`src/adpg_pkg.sv`:
```
// ----------------------------------------------------------------------------
// Disc pixel generator package
// Shared register indexes, region codes and fixed widths.
// ----------------------------------------------------------------------------
package adpg_pkg;

    localparam int COORD_BITS_DEF = 12;
    localparam int FRAC_BITS_DEF  = 4;

    localparam int APB_AW   = 5;
    localparam int APB_DW   = 32;
    localparam int COLOR_W  = 16;
    localparam int CFGQ_W   = 16;
    localparam int DIM_W    = 13;
    localparam int EDGE_W   = 12;
    localparam int HI_W     = 18;
    localparam int LO_W     = 19;
    localparam int WEIGHT_W = 17;
    localparam int DVS_W    = 13;

    typedef enum logic [2:0] {
        REG_IMAGE_ROWS  = 3'd0,
        REG_IMAGE_COLS  = 3'd1,
        REG_CENTER_COL  = 3'd2,
        REG_CENTER_ROW  = 3'd3,
        REG_DISC_RADIUS = 3'd4,
        REG_INNER_COLOR = 3'd5,
        REG_OUTER_COLOR = 3'd6,
        REG_EDGE_WIDTH  = 3'd7
    } reg_index_t;

    typedef enum logic [1:0] {
        REGION_INNER = 2'd0,
        REGION_EDGE  = 2'd1,
        REGION_OUTER = 2'd2
    } region_t;

    // Blend control that rides along the divider.
    typedef struct packed {
        region_t region;
        logic    zero_w;
        logic    full_w;
    } blend_ctl_t;

endpackage

```
`src/adpg_sqrt.sv`:
```
// ----------------------------------------------------------------------------
// Pipelined integer square root
// One result bit per register stage, with a sideband that travels alongside.
// ----------------------------------------------------------------------------
module adpg_sqrt
    import adpg_pkg::*;
#(
    parameter int SQW = 25,
    parameter int SBW = 2
)
(
    input  logic                 clk,
    input  logic                 rst_n,
    input  logic                 en,
    input  logic                 in_vld,
    input  logic [2*SQW-1:0]     in_x,
    input  logic [SBW-1:0]       in_sb,
    output logic                 out_vld,
    output logic [SQW-1:0]       out_root,
    output logic [SBW-1:0]       out_sb
);

    localparam int XW = 2 * SQW;
    localparam int RW = SQW + 2;

    logic           vld_reg  [SQW];
    logic [XW-1:0]  x_reg    [SQW];
    logic [RW-1:0]  rem_reg  [SQW];
    logic [SQW-1:0] root_reg [SQW];
    logic [SBW-1:0] sb_reg   [SQW];

    genvar k;
    generate
        for (k = 0; k < SQW; k++)
        begin : g_stage
            logic           vld_in;
            logic [XW-1:0]  x_in;
            logic [RW-1:0]  rem_in;
            logic [SQW-1:0] root_in;
            logic [SBW-1:0] sb_in;
            logic [RW-1:0]  cat;
            logic [RW-1:0]  trial;
            logic           ge;

            if (k == 0)
            begin : g_first
                assign vld_in  = in_vld;
                assign x_in    = in_x;
                assign rem_in  = '0;
                assign root_in = '0;
                assign sb_in   = in_sb;
            end
            else
            begin : g_next
                assign vld_in  = vld_reg[k-1];
                assign x_in    = x_reg[k-1];
                assign rem_in  = rem_reg[k-1];
                assign root_in = root_reg[k-1];
                assign sb_in   = sb_reg[k-1];
            end

            assign cat   = {rem_in[RW-3:0], x_in[XW-1 -: 2]};
            assign trial = {root_in, 2'b01};
            assign ge    = (cat >= trial);

            always_ff @(posedge clk or negedge rst_n)
            begin
                if (!rst_n)
                begin
                    vld_reg[k] <= 1'b0;
                end
                else if (en)
                begin
                    vld_reg[k] <= vld_in;
                end
            end

            always_ff @(posedge clk)
            begin
                if (en)
                begin
                    x_reg[k]    <= {x_in[XW-3:0], 2'b00};
                    rem_reg[k]  <= ge ? (cat - trial) : cat;
                    root_reg[k] <= {root_in[SQW-2:0], ge};
                    sb_reg[k]   <= sb_in;
                end
            end
        end
    endgenerate

    assign out_vld  = vld_reg[SQW-1];
    assign out_root = root_reg[SQW-1];
    assign out_sb   = sb_reg[SQW-1];

endmodule

```
`config.mk`:
```
export PLATFORM = sky130hd
export DESIGN_NAME = adpg_sqrt
export DESIGN_NICKNAME = d
export VERILOG_FILES = /design/src/adpg_pkg.sv /design/src/adpg_sqrt.sv
export SDC_FILE = /design/constraint.sdc
export NUM_CORES = 2
export LEC_CHECK = 0
export ABC_AREA = 1
export BUFFER_PORTS_ARGS = -buffer_cell sky130_fd_sc_hd__buf_2
export CAP_MARGIN = 40
export CORE_MARGIN = 2
export CORE_UTILIZATION = 40
export DETAILED_ROUTE_END_ITERATION = 10
export GPL_TIMING_DRIVEN = 0
export SYNTH_ARGS = -nofsm -noshare
export SYNTH_HDL_FRONTEND = slang
export SYNTH_SLANG_ARGS = --single-unit
export TNS_END_PERCENT = 30
```
`constraint.sdc`:
```
create_clock -name clk -period 3.3 [get_ports clk]
set_clock_uncertainty 0.2 [all_clocks]
set_input_delay 0.165 -clock clk [delete_from_list [all_inputs] [get_ports clk]]
set_output_delay 0.165 -clock clk [all_outputs]
set_load 0.01 [all_outputs]
```
; ---- After elaboration in Yosys (flattened, before gate mapping)
; Memory sizes are Yosys's and may differ from the RTL's.
; Cells that the tools add are included.
; W data, S select, Z words.
[word_totals]
register_bits = 25
ram_bits = 2550
out_inout_bits = 28
wordCells = 106
mem_count = 4
[mem_list]
columns = memory, depth, word_bits, rd, rd_clocked_by_memory_dff, wr, line
row1 = x_reg, 25, 48, 24, 0, 25, adpg_sqrt.sv:27  ; logic [XW-1:0] x_reg [SQW];
row2 = rem_reg, 25, 27, 24, 0, 25, adpg_sqrt.sv:28  ; logic [RW-1:0] rem_reg [SQW];
row3 = root_reg, 25, 25, 25, 0, 25, adpg_sqrt.sv:29  ; logic [SQW-1:0] root_reg [SQW];
row4 = sb_reg, 25, 2, 25, 0, 25, adpg_sqrt.sv:30  ; logic [SBW-1:0] sb_reg [SQW];
[classes]
addsub = 25
order_cmp = 25
mux = 27
[op_table]
columns = cell, count
row1 = $mux W27, 25
row2 = $ge A27 B27 Y1, 24
row3 = $sub A27 B27 Y27, 24
row4 = $sub A2 B1 Y3 const B, 1
row5 = $ge A2 B1 Y1 const B, 1
row6 = $mux W1, 2

; ---- Depth between registers and ports, before layout
; An unclocked memory read counts as a cell.
[depth]
depth_word = 3
ltp_mapped = 15
mapped_depth_nobuf = 15

; ---- Least setup slack after synthesis
; No wires, ideal clock.
[synth_path]
kind = flip-flop to flip-flop
startpoint = memory rem_reg[0][0] (netlist bit)
endpoint = memory rem_reg[0][44] (netlist bit) (data pin)
setup_time_ns = 0.270
arrival_ns = 1.866
t_required_ns = 2.830
slack_ns = 0.964
path_stages_with_launch = 10
path_buffers = 2
period_less_slack_ns = 2.336
path_cell_list = edfxtp_1 ha_1 a21oi_1 nand2_1 nor2_1 ha_1 and2_1 clkbuf_1 clkbuf_1 o21ai_0
[synth_rtl]
columns = element, line
row1 = start: declaration, adpg_sqrt.sv:28

==> results.toml <==
[critical_path]
cp-end-kind = "flip-flop"
worst-r2r-setup-slack_ns = 0.32
cp-start-kind = "flip-flop"
crit_path_max_fanout = 10
arrival_ns = 3.30
critPathKind = "flip-flop to flip-flop"
critPathRequiredTime_ns = 3.62

[status]
violations = "hold timing"
status = "finished with violations"

[layout]
drive_gt1_share_pct = 6.40
largest_reg_flops = 600
area.sequential_um2 = 46900
areaGrowthSynthToFinish_pct = 13.4
stdcell_count = 12900
num_antenna_cells = 0
multi_input_area_um2 = 30500
nets = 10400
nFillCells = 20300
fin_util_pct = 45.7

[drt]
viasPerCell = 4.80
wl_per_cell_um = 16.3
drtAntennaViolNets = 0
drc = 0
drtPass1Iterations = 7
vias = 62000
first_iter_violations = 4768
totalWireLength_um = 210000

[timing]
finalSetupViolCount = 0
period_share_pct = 90.3
rsz0062_at_grt = "no"
final.setup.tns_ns = 0
hold_ws_ns = -0.386
relSlewSlack_pct = 32.5
finalMaxSlewViolations = 0
fin_ws_ns = 0.321
fmaxAchievable_mhz = 336
final_hold_viol_count = 109
tightestPinTransition_ns = 1.01
min_period_ns = 2.98

[placement]
placed_cells = 12500
gp_congestion = 0.932
hpwl_um = 160000
place_ws_ns = -1.53
numPortBuffers = 83

[clock_tree]
cts_setup_buffers = 0
tritoncts = "yes"
cts-resized-gates = 0
cts.sinks = 1567
cts_made_buffers = 173
cts_hold_buf = 115
clk-insertion-delay-late_ns = 0.84
cts_buffer_depth = 3
cts.clk_slew.worst_paths_ns = 0.06
cts-root-buf = "clkbuf_16"
cts.htree.levels = 4

[yosys]
syn_area_um2 = 84500
ys_types = 56
async_flop_share_pct = 1.60
synth-seq-cells = 1567
seq_area_frac_synth_pct = 55.5
synthCells = 9595
synth_warnings = 0
synth_edf_count = 1542
syn_nets = 10000
synthFlopType = "edfxtp_1"
synth.avg_cell_area_um2 = 8.81

[global_route]
grt_start_max_net_pins = 188
grt_pass1_wl_um = 328000
grt_use_total_pct = 19.2
antenna_found_initial = 1
gr-total-overflow = 0
grt_pass1_vias = 59900

[floorplanning]
initial_core_util_pct = 40.3
die_h_um = 464
die_area_um2 = 215000
io_pins = 84
die_w_um = 464
num_rows = 168
core_um2 = 210000

[min_path]
min_path_type = "input pin to flip-flop"

[power_and_ir_drop]
peakVddDrop_mv = 0.535
p_leak_nw = 43.6
power_density_nw_per_um2 = 599

[run]
drv_cap = 0
layer usage:
layer	part of all wire [%]	wire (um)	track usage, %
met1	46	97000	26.2
met2	47	99300	32.3
met3	4.5	9390	2.59
met4	2.2	4650	4.90
met5	0	0	0
layout by cell type, fill, tap and decap left out, types with 112 or more instances in the layout:
cell type / instances
ha_1: 351
dlygate4sd3_1: 112
nand2_1: 3336
xor2_1: 159
nand4_1: 191
clkbuf_16: 173
inv_1: 1689
o21ai_0: 128
nor2_1: 760
a21oi_1: 307
nand3_1: 518
edfxtp_1: 1542
worst max-delay path, stage by stage (launching register included):
cell and delay, ns:
edfxtp_1 0.41, ha_1 0.38, nand2_1 0.08, nand2_1 0.08, inv_1 0.06, nand2_1 0.16, nand2_1 0.10, nand2_1 0.20
nand2_1 0.16, nand2_1 0.13, a21oi_2 0.35, buf_4 0.27, a21oi_1 0.08
cells by family (layout without fill, tap and decap cells):
| kind of cell | count (synthesis) | count (layout) | share of synthesized area (%) |
|---|---|---|---|
| buf+inv | 1808 | 2333 | 8.43 |
| mux | 1 | 1 | 0.0133 |
| flops | 1567 | 1567 | 55.5 |
| xor+xnor | 212 | 212 | 2.20 |
| simple gates | 5094 | 5094 | 25.0 |
| other cells | 1 | 1 | 0.00444 |
| fa+ha+maj | 351 | 351 | 5.19 |
| compound gates | 561 | 561 | 3.66 |
where the power goes:
part	switching, mW	internal, mW	leakage [nW]
combinational	7.90	4.00	25.7
sequential	1.43	24.5	15.1
clock	8.26	11.4	2.79
total	17.6	39.9	43.6
cell usage after synthesis, types with 8 or more instances:
| master | count | area share, % |
|---|---|---|
| a21oi_1 | 307 | 1.8 |
| a21oi_2 | 45 | 0.47 |
| and2_1 | 11 | 0.081 |
| buf_2 | 29 | 0.17 |
| buf_4 | 17 | 0.15 |
| buf_6 | 30 | 0.40 |
| dfrtp_1 | 25 | 0.74 |
| edfxtp_1 | 1542 | 55 |
| ha_1 | 351 | 5.2 |
| inv_1 | 1689 | 7.5 |
| inv_2 | 32 | 0.14 |
| nand2_1 | 3336 | 15 |
| nand2_2 | 29 | 0.21 |
| nand3_1 | 518 | 3.1 |
| nand3_2 | 9 | 0.11 |
| nand3b_1 | 69 | 0.61 |
| nand4_1 | 191 | 1.4 |
| nor2_1 | 760 | 3.4 |
| nor2_2 | 47 | 0.35 |
| nor2_4 | 10 | 0.13 |
| nor3_1 | 62 | 0.37 |
| o21ai_0 | 128 | 0.76 |
| o21ai_1 | 47 | 0.28 |
| o21ai_2 | 8 | 0.083 |
| or2_2 | 24 | 0.18 |
| xnor2_1 | 53 | 0.55 |
| xor2_1 | 159 | 1.6 |
final cells by class:
class,instances,share of cell area (%)
buffer,84,0.680
inverter,1724,6.75
clock inverter,113,1.50
clock buffer,202,4.63
tap,2805,3.66
sequential,1567,48.9
timing repair buffer,210,2.06
multi-input combinational,6220,31.8
path summary, 6_finish.rpt:
check,startpoint,endpoint,cells past startpoint
max in group asynchronous,rst_n,g_stage[16].vld_in,4
hold / removal,en,x_reg[0][0],1
setup reg to reg,rem_reg[1][135],rem_reg[1][182],12
hold reg to reg,x_reg[0][24],x_reg[0][74],0
min in group asynchronous,rst_n,g_stage[24].vld_in,4
setup / recovery,rem_reg[1][135],rem_reg[1][182],12
stage by stage:
step	cell area [um^2]	power, mW
finish	95900	57.5
global route	95900	60.8
CTS	95900	58.2
detailed placement	88700	38.1
global placement	88500	38.9
floorplan	84500	34.0
Note: power is estimated with default switching activity, not from simulation.
