[src/adpg_pkg.sv]
// ----------------------------------------------------------------------------
// Disc pixel generator package
// Shared register indexes, region codes and fixed widths.
// ----------------------------------------------------------------------------
package adpg_pkg;

    localparam int COORD_BITS_DEF = 12;
    localparam int FRAC_BITS_DEF  = 4;

    localparam int APB_AW   = 5;
    localparam int APB_DW   = 32;
    localparam int COLOR_W  = 16;
    localparam int CFGQ_W   = 16;
    localparam int DIM_W    = 13;
    localparam int EDGE_W   = 12;
    localparam int HI_W     = 18;
    localparam int LO_W     = 19;
    localparam int WEIGHT_W = 17;
    localparam int DVS_W    = 13;

    typedef enum logic [2:0] {
        REG_IMAGE_ROWS  = 3'd0,
        REG_IMAGE_COLS  = 3'd1,
        REG_CENTER_COL  = 3'd2,
        REG_CENTER_ROW  = 3'd3,
        REG_DISC_RADIUS = 3'd4,
        REG_INNER_COLOR = 3'd5,
        REG_OUTER_COLOR = 3'd6,
        REG_EDGE_WIDTH  = 3'd7
    } reg_index_t;

    typedef enum logic [1:0] {
        REGION_INNER = 2'd0,
        REGION_EDGE  = 2'd1,
        REGION_OUTER = 2'd2
    } region_t;

    // Blend control that rides along the divider.
    typedef struct packed {
        region_t region;
        logic    zero_w;
        logic    full_w;
    } blend_ctl_t;

endpackage

[src/adpg_div.sv]
// ----------------------------------------------------------------------------
// Pipelined restoring divider
// One quotient bit per register stage; the user must keep the dividend's upper
// part below the divisor on entry (not enforced here) so the quotient fits in QB bits.
// ----------------------------------------------------------------------------
module adpg_div
    import adpg_pkg::*;
#(
    parameter int QB  = 16,
    parameter int DVW = 13
)
(
    input  logic               clk,
    input  logic               rst_n,
    input  logic               en,
    input  logic               in_vld,
    input  logic [DVW+QB-1:0]  in_num,
    input  logic [DVW-1:0]     dvs,
    input  blend_ctl_t         in_ctl,
    output logic               out_vld,
    output logic [QB-1:0]      out_quot,
    output blend_ctl_t         out_ctl
);

    logic           vld_reg  [QB];
    logic [DVW-1:0] rem_reg  [QB];
    logic [QB-1:0]  n_reg    [QB];
    logic [QB-1:0]  quot_reg [QB];
    blend_ctl_t     ctl_reg  [QB];

    genvar k;
    generate
        for (k = 0; k < QB; k++)
        begin : g_stage
            logic           vld_in;
            logic [DVW-1:0] rem_in;
            logic [QB-1:0]  n_in;
            logic [QB-1:0]  quot_in;
            blend_ctl_t     ctl_in;
            logic [DVW:0]   cat;
            logic [DVW:0]   diff;
            logic           ge;

            if (k == 0)
            begin : g_first
                assign vld_in  = in_vld;
                assign rem_in  = in_num[DVW+QB-1:QB];
                assign n_in    = in_num[QB-1:0];
                assign quot_in = '0;
                assign ctl_in  = in_ctl;
            end
            else
            begin : g_next
                assign vld_in  = vld_reg[k-1];
                assign rem_in  = rem_reg[k-1];
                assign n_in    = n_reg[k-1];
                assign quot_in = quot_reg[k-1];
                assign ctl_in  = ctl_reg[k-1];
            end

            assign cat  = {rem_in, n_in[QB-1]};
            assign ge   = (cat >= {1'b0, dvs});
            assign diff = cat - {1'b0, dvs};

            always_ff @(posedge clk or negedge rst_n)
            begin
                if (!rst_n)
                begin
                    vld_reg[k] <= 1'b0;
                end
                else if (en)
                begin
                    vld_reg[k] <= vld_in;
                end
            end

            always_ff @(posedge clk)
            begin
                if (en)
                begin
                    rem_reg[k]  <= ge ? diff[DVW-1:0] : cat[DVW-1:0];
                    n_reg[k]    <= {n_in[QB-2:0], 1'b0};
                    quot_reg[k] <= {quot_in[QB-2:0], ge};
                    ctl_reg[k]  <= ctl_in;
                end
            end
        end
    endgenerate

    assign out_vld  = vld_reg[QB-1];
    assign out_quot = quot_reg[QB-1];
    assign out_ctl  = ctl_reg[QB-1];

endmodule

[config.mk]
export PLATFORM = sky130hd
export DESIGN_NAME = adpg_div
export DESIGN_NICKNAME = d
export VERILOG_FILES = /design/src/adpg_pkg.sv /design/src/adpg_div.sv
export SDC_FILE = /design/constraint.sdc
export NUM_CORES = 1
export LEC_CHECK = 0
export ABC_AREA = 1
export BUFFER_PORTS_ARGS = -buffer_cell sky130_fd_sc_hd__buf_2
export CORE_MARGIN = 1
export CORE_UTILIZATION = 35
export CTS_BUF_LIST = sky130_fd_sc_hd__clkbuf_8 sky130_fd_sc_hd__clkbuf_16
export CTS_CLUSTER_SIZE = 10
export DETAILED_ROUTE_END_ITERATION = 7
export HOLD_SLACK_MARGIN = 0.12
export SLEW_MARGIN = 30
export SYNTH_ARGS = -nofsm -noshare
export SYNTH_HDL_FRONTEND = slang
export SYNTH_SLANG_ARGS = --single-unit
export TNS_END_PERCENT = 100
[constraint.sdc]
create_clock -name clk -period 2 [get_ports clk]
set_input_delay 0.1 -clock clk [delete_from_list [all_inputs] [get_ports clk]]
set_output_delay 0.1 -clock clk [all_outputs]
set_load 0.05 [all_outputs]
---- After elaboration in Yosys (flattened, before gate mapping) ----
Memories as Yosys holds them, arrays and structs flattened.
Index checks and enable logic that the tools add are counted.
storage, ports and cells
  input bits .............................. 50
  output and inout port bits .............. 21
  memories kept ........................... 4
  logic and storage cells ................. 70
  flip-flop bits (word level) ............. 16
  bits in writable memories ............... 768
memory list
  name      depth  width  rd ports  clocked after memory_dff  wr ports  line            text
  quot_reg  16     16     16        0                         16        adpg_div.sv:28  logic [QB-1:0] quot_reg [QB];
  n_reg     16     15     15        0                         16        adpg_div.sv:27  logic [QB-1:0] n_reg [QB];
  rem_reg   16     13     15        0                         16        adpg_div.sv:26  logic [DVW-1:0] rem_reg [QB];
  ctl_reg   16     4      16        0                         16        adpg_div.sv:29  blend_ctl_t ctl_reg [QB];
operators by class
  $lt $le $gt $ge ......................... 16
  multiplexer cells ....................... 18
  $add $sub $neg .......................... 16
operator list
  operator                        number
  >= comparator 14 x 13 -> 1 bit  16
  two-way mux 13 bit              16
  subtractor 13 bit               16
  two-way mux 1 bit               2

---- Depth between registers and ports, before layout ----
Gate-level depths: netlist of run 1.
An unclocked memory read counts as a cell.
  word-level depth ........................ 3
  depth in mapped cells ................... 13
  gate-level depth less buffers ........... 12

---- Least setup slack after synthesis of run 1 ----
OpenSTA, ideal clock, no wires.
  kind .................................... input to register
  start point ............................. input dvs[10]
  end point ............................... memory rem_reg[11][7] (netlist: rem_reg[1][46]) (data pin)
  cell stages on the path ................. 11
  setup time .............................. 0.253 ns
  path slack .............................. 0.113 ns
  data arrival time ....................... 1.635 ns
  buffers on the path ..................... 1
  cell sequence ........................... inv_1 ha_1 nand2_1 inv_2 nand2_1 inv_1 a21oi_4 nand3_4 buf_8 nand2_2 o21ai_2
RTL lines
  element          line            text
  start, declared  adpg_div.sv:18  input logic [DVW-1:0] dvs,
  end, declared    adpg_div.sv:26

==> impl_metrics.ini, run 1 <==
[setup_path]
path_depth = 10
worstPathRequired_ps = 2360
crit_family = simple AND/OR/NAND/NOR gates
crit_chain = ha_4 -> nand2_4 -> buf_6 -> nor2_4 -> inv_2 -> nor2_4 -> nand2_4 -> nand3_4 -> clkbuf_16 -> o21ai_2
worstPathArrival_ps = 2330
crit_type = flop to flop
cp_slowest_stage_delay_ps = 460
worstPathBufferInverterCount = 3
cp-end-kind = flop
reg2reg_depth = 10
start_kind = flop
critPathMaxFanout = 6
crit_slowest_cell = edfxtp_1

[min_path]
worstHoldPathCells = 2
hp-class = input pin to flop

[timing]
period_needed_ps = 1970
fmax_mhz = 508
clock-skew-final_ps = 23.2
slew_headroom_pct = 52.5
max_slew.worst_pin.slew_ps = 711
rsz0062_at_grt = true
setup_violations = 0
slew_violations = 0
fin_ws_ps = 33.4
hold_violations = 0
post-route-period-util_pct = 98.3

[pwr]
power.density_mw_per_mm2 = 1380
p_leak_nw = 20.5
p_switching_mw = 23.1
comb_power_share_pct = 51.4
p_total_mw = 59.4
pwr-share-clk_pct = 18.7
internal_power_mw = 36.4
vdd_drop_max_v = 0.000643
swShare_pct = 38.8
pwr-share-seq_pct = 29.9

[logic_synthesis]
yosys_warnings = 0
ys_async_sr_fraction_pct = 3.01
synth_seq_area_share_pct = 48.1
synth_top_area_share_pct = 46.9
synth_nets = 3904
netlist_instances = 3631
ys.flop_type = edfxtp_1
netlist_area_mm2 = 0.0330
yosys-top-cells-area = edfxtp_1 47%, nand2_1 13%, ha_1 7.9%
synth-edff-count = 515
syn_area_per_cell_um2 = 9.08
synth_top_cell_by_area = edfxtp_1
synth_seq_cells = 531
yosys.cell_types.count = 39

[finish]
num_antenna_cells = 0
syn_to_final_growth_pct = 30.5
final.fill_count = 8870
drive_gt1_share_pct = 28.3
final_nets = 4585
largest_register_ff_count = 195

[global_route]
antenna_found_initial = 1
grt_util_all_layers_pct = 16.8
grt_pass1_vias = 24483
gr-total-overflow = 0
grt_max_degree = 92
grt_pass1_wl_um = 126000

[die]
dieArea_mm2 = 0.0954
num_rows = 112
die-width_um = 309
die-height_um = 309
core_area_mm2 = 0.0933
pin_count = 71
start_util_pct = 35.3

[clocking]
path_clk_slew_ps = 60
clockRootBuffer = clkbuf_16
clock_path_buffers = 3
cts_tree = done
cts.sinks = 531
insertion_delay_ps = 620
numCtsBuffers = 67
htreeDepth = 3

[route]
ant_nets = 0
routedWlPerCell_um = 14.7
dr.pass1.iters = 8
vias_per_cell = 4.62
dr_total_vias = 25845
drc_errors = 0
drt-total-wl_um = 82100
drt_iter0_markers = 1603

[job]
maxCapViolCount = 0

[place]
dp_hpwl_um = 59200
place_ws_ps = -183
gp_congestion = 0.882
portBuffers = 70

[status]
status = completed
power groups by stage:
stage | Clock (mW) | Combinational [mW] | Sequential (mW)
floorplan | 0 | 18.9 | 17.0
CTS | 11.5 | 28.4 | 17.6
finish | 11.1 | 30.5 | 17.8
detailed placement | 0 | 27.6 | 17.8
global route | 11.9 | 34.1 | 17.9
global placement | 0 | 27.2 | 17.8
Yosys cell counts, drive strengths merged, types with 6 or more instances:
| cell | instances |
|---|---|
| xnor2 | 14 |
| nand2 | 1215 |
| nor2 | 183 |
| dfrtp | 16 |
| nand3 | 266 |
| buf | 43 |
| o21ai | 114 |
| nand4 | 167 |
| fa | 15 |
| ha | 208 |
| edfxtp | 515 |
| a21oi | 85 |
| inv | 695 |
| and2 | 6 |
| xor2 | 77 |
what timing repair did:
item                                    in CTS  in global routing
setup buffers                               15                 48
endpoints found under the setup margin      76                168
gates cloned                                 3                 11
endpoints found under the hold margin      258                  0
pin swaps                                   17                 43
resized for setup                           41                173
hold buffers                                39                  0
worst reg2reg max path, delay by kind of cell, from the launching register on:
kind / cells / cell delay, ps
flip-flops: 1 / 460
AND/OR/NAND/NOR: 5 / 520
AO/OA/AOI/OAI: 1 / 50
buffers and inverters: 3 / 360
adder cells (fa/ha/maj): 1 / 340
per-stage QoR:
stage	instance area [um^2]	TNS (ps)	utilization (%)	hold slack, ps	instances
finish	43000	0	46.1	200	5599
global route	43000	-563	46.1	173	5599
CTS	41300	-24.9	44.3	153	5540
detailed placement	38600	-10520	41.3	30.0	5382
global placement	38600	-7640	41.3	29.1	5382
floorplan	33000	0	-	-196	3631
placed cells by master, fill, tap and decap left out, drive strengths merged, types with 2 or more instances in the layout:
master       instances
nor4                 2
and2                 6
nand4              167
xnor2               14
xor2                77
nand3              269
inv                712
dfrtp               16
fa                  15
ha                 208
a21oi               85
nand2             1215
o21ai              114
dlygate4sd3         39
nor2               183
buf                608
bufinv               2
mux2                 2
clkbuf              78
edfxtp             515
nor3                 3
clkinv              13
area by class of cell:
type	instances	area [um^2]	area share, %
clock buffer	70	1750	4.07
clock inverter	32	228	0.530
inverter	696	2610	6.07
multi-input combinational	2361	15200	35.4
sequential	531	15900	36.9
tap	1254	1570	3.65
timing repair buffer	655	5740	13.4
path summary, 6_finish.rpt:
kind / start / endpoint / slack [ps]
hold reg to reg: n_reg[3][13]$_DFFE_PP_ / n_reg[4][14]$_DFFE_PP_ / 410
min in group asynchronous: rst_n / g_stage[9].vld_in$_DFFE_PN0P_ / 600
setup / recovery: rem_reg[0][47]$_DFFE_PP_ / rem_reg[0][59]$_DFFE_PP_ / 30
hold / removal: in_num[9] / n_reg[0][9]$_DFFE_PP_ / 200
max in group asynchronous: rst_n / g_stage[11].vld_in$_DFFE_PN0P_ / 940
setup reg to reg: rem_reg[0][47]$_DFFE_PP_ / rem_reg[0][59]$_DFFE_PP_ / 30
layer usage:
metal	part of all wire, %	global-route usage, %
met3	3.6	2.37
met2	49	29.4
met4	2.8	5.17
met1	44	21.3
met5	0	0
logic make-up after synthesis:
family	Yosys count	share of synthesized area (%)
adders and majority gates	223	8.81
xor gates and xnor gates	91	2.42
DFF	531	48.1
AOI/OAI and AO/OA	200	4.20
and+or+nand+nor	1842	26.9
muxes	2	0.0683
buffers and inverters	742	9.51
Note: power is estimated with default switching activity, not from simulation.
==> run 2: changes to the inputs <==
--- a/config.mk
+++ b/config.mk
@@ -7,12 +7,15 @@
 export LEC_CHECK = 0
 export ABC_AREA = 1
 export BUFFER_PORTS_ARGS = -buffer_cell sky130_fd_sc_hd__buf_2
+export CELL_PAD_IN_SITES_DETAIL_PLACEMENT = 0
+export CELL_PAD_IN_SITES_GLOBAL_PLACEMENT = 1
 export CORE_MARGIN = 1
 export CORE_UTILIZATION = 35
 export CTS_BUF_LIST = sky130_fd_sc_hd__clkbuf_8 sky130_fd_sc_hd__clkbuf_16
 export CTS_CLUSTER_SIZE = 10
 export DETAILED_ROUTE_END_ITERATION = 7
 export HOLD_SLACK_MARGIN = 0.12
+export PLACE_DENSITY_LB_ADDON = 0.1
 export SLEW_MARGIN = 30
 export SYNTH_ARGS = -nofsm -noshare
 export SYNTH_HDL_FRONTEND = slang
==> impl_metrics.ini, run 2 (synthesized netlist as in run 1, its figures left out) <==
[finish]
final_nets = 4634
final_cell_mix = 1,082 x nand2_1, 657 x inv_1, 526 x buf_4
largest_register_ff_count = 195
drive_gt1_share_pct = 29.5
final_common_cell = nand2_1
syn_to_final_growth_pct = 31.6
finish.utilization_pct = 46.5
num_antenna_cells = 0

[global_route]
grt_pass1_wl_um = 137000
grt_max_degree = 89
antenna_found_initial = 0
gr-total-overflow = 0
grt_pass1_vias = 24818
grtUsageMet2_pct = 33.6
use_met3_pct = 2.45
top_usage_layer = met2
grt_util_all_layers_pct = 18.7
met1_usage_pct = 23.4

[status]
status = completed

[die]
dieArea_mm2 = 0.0954
core_area_mm2 = 0.0933
start_util_pct = 35.3
num_rows = 112
die-width_um = 309
pin_count = 71
die-height_um = 309

[clocking]
cts_tree = done
insertion_delay_ps = 630
clock_path_buffers = 3
clockRootBuffer = clkbuf_16
numCtsBuffers = 70
cts.sinks = 531
path_clk_slew_ps = 50
htreeDepth = 3

[setup_path]
worstPathArrival_ps = 2330
cp_slowest_stage_delay_ps = 470
crit_slowest_cell = edfxtp_1
worstPathRequired_ps = 2370
worstReg2RegStart = rem_reg[0][84]$_DFFE_PP_
crit_type = flop to flop
crit_chain = ha_4 -> nand2_4 -> buf_6 -> nor2_4 -> inv_2 -> nor2_4 -> nand2_4 -> nand3_4 -> buf_6 -> o21ai_2
critPathMaxFanout = 5
cp-end-kind = flop
reg2reg_depth = 10
reg2reg_to = rem_reg[0][98]$_DFFE_PP_
ff2ff_setup_slack_ps = 50
start_kind = flop

[min_path]
worstHoldPathCells = 2
hold_path_end = n_reg[0][13]$_DFFE_PP_
min_from = in_num[13]
hp-class = input pin to flop

[timing]
period_needed_ps = 1950
rsz0062_at_grt = true
hold_violations = 0
slew_headroom_pct = 50.3
max_slew.worst_pin.slew_ps = 744
clock-skew-final_ps = 26.1
setup_violations = 0
slew_violations = 0
post-route-period-util_pct = 97.7
fmax_mhz = 512

[pwr]
p_leak_nw = 20.7
vdd_drop_max_v = 0.000594
power.density_mw_per_mm2 = 1390
p_total_mw = 60.1

[route]
drt_iter0_markers = 1274
dr_total_vias = 25075
dr.pass1.iters = 5
vias_per_cell = 4.43
ant_nets = 0
drc_errors = 0
drt-total-wl_um = 88700
routedWlPerCell_um = 15.7

[place]
gp_congestion = 0.807
portBuffers = 70
dp_hpwl_um = 66700

[job]
maxCapViolCount = 0
-- run 2: changes by cell type in the layout (fill, tap and decap cells not counted), sizes merged --
cell and change:
nand3 +4, bufinv -1, buf +49, inv +7, clkinv +2, dlygate4sd3 -1, clkbuf -5
-- run 2: cell type report --
type	instances	area, um^2
multi-input cells	2365	15500
clock buffers	71	1770
fillers	9223	49900
clock inverters	40	259
repair buffers	697	5840
flip-flops and latches	531	15900
inverters	696	2610
well taps	1254	1570
-- run 2: per-stage QoR --
step / setup TNS [ps] / hold WS [ps] / std cells / instance area, um^2 / worst slack [ps]
after floorplan: 0 / -196 / 3631 / 33000 / 113
after global placement: -11090 / 35.7 / 5435 / 38900 / -164
after detailed placement: -12930 / 40.4 / 5435 / 38900 / -179
after CTS: -62.4 / 133 / 5601 / 41700 / -13.6
after global routing: -707 / 162 / 5654 / 43400 / -67.9
final: 0 / 181 / 5654 / 43400 / 46.7
-- run 2: what timing repair did --
| action | 4_1_cts | 5_1_grt |
|---|---|---|
| cloned | 6 | 3 |
| buffers inserted | 11 | 50 |
| pin swaps | 9 | 37 |
| hold buffers | 38 | 0 |
| endpoints found under the setup margin | 132 | 185 |
| endpoints found under the hold margin | 246 | 0 |
| gates resized for setup | 46 | 195 |
-- run 2: power by group --
part	internal [mW]	total, mW	switching, mW
Sequential	16.0	17.9	1.92
Combinational	14.1	31.0	16.9
Clock	6.49	11.2	4.75
Total	36.5	60.1	23.6
-- run 2: how the worst max path moves through the flow --
stage | startpoint | endpoint | slack, ps | depth (start not counted)
floorplan | dvs[10] | rem_reg[1][46]$_DFFE_PP_ | 110 | 11
global placement | dvs[0] | rem_reg[0][97]$_DFFE_PP_ | -160 | 11
detailed placement | dvs[0] | rem_reg[0][98]$_DFFE_PP_ | -180 | 11
CTS | rem_reg[0][86]$_DFFE_PP_ | rem_reg[0][93]$_DFFE_PP_ | -10 | 10
global route | n_reg[7][14]$_DFFE_PP_ | rem_reg[1][8]$_DFFE_PP_ | -70 | 11
finish | rem_reg[0][84]$_DFFE_PP_ | rem_reg[0][98]$_DFFE_PP_ | 50 | 10
-- run 2: metal layers --
metal | part of all wire, % | vias up | wire length (um)
met4 | 2.9 | 0 | 2590
met2 | 50 | 238 | 44200
li1 | - | 13342 | -
met1 | 45 | 11384 | 39900
met3 | 2.3 | 111 | 2040
met5 | 0 | - | 0
-- run 2: worst max-delay path, delay by kind of cell (launching register included) --
family,cells,cell delay [ps]
fa+ha+maj,1,340
simple gates,5,550
buf+inv,3,310
compound gates,1,50
flops,1,470
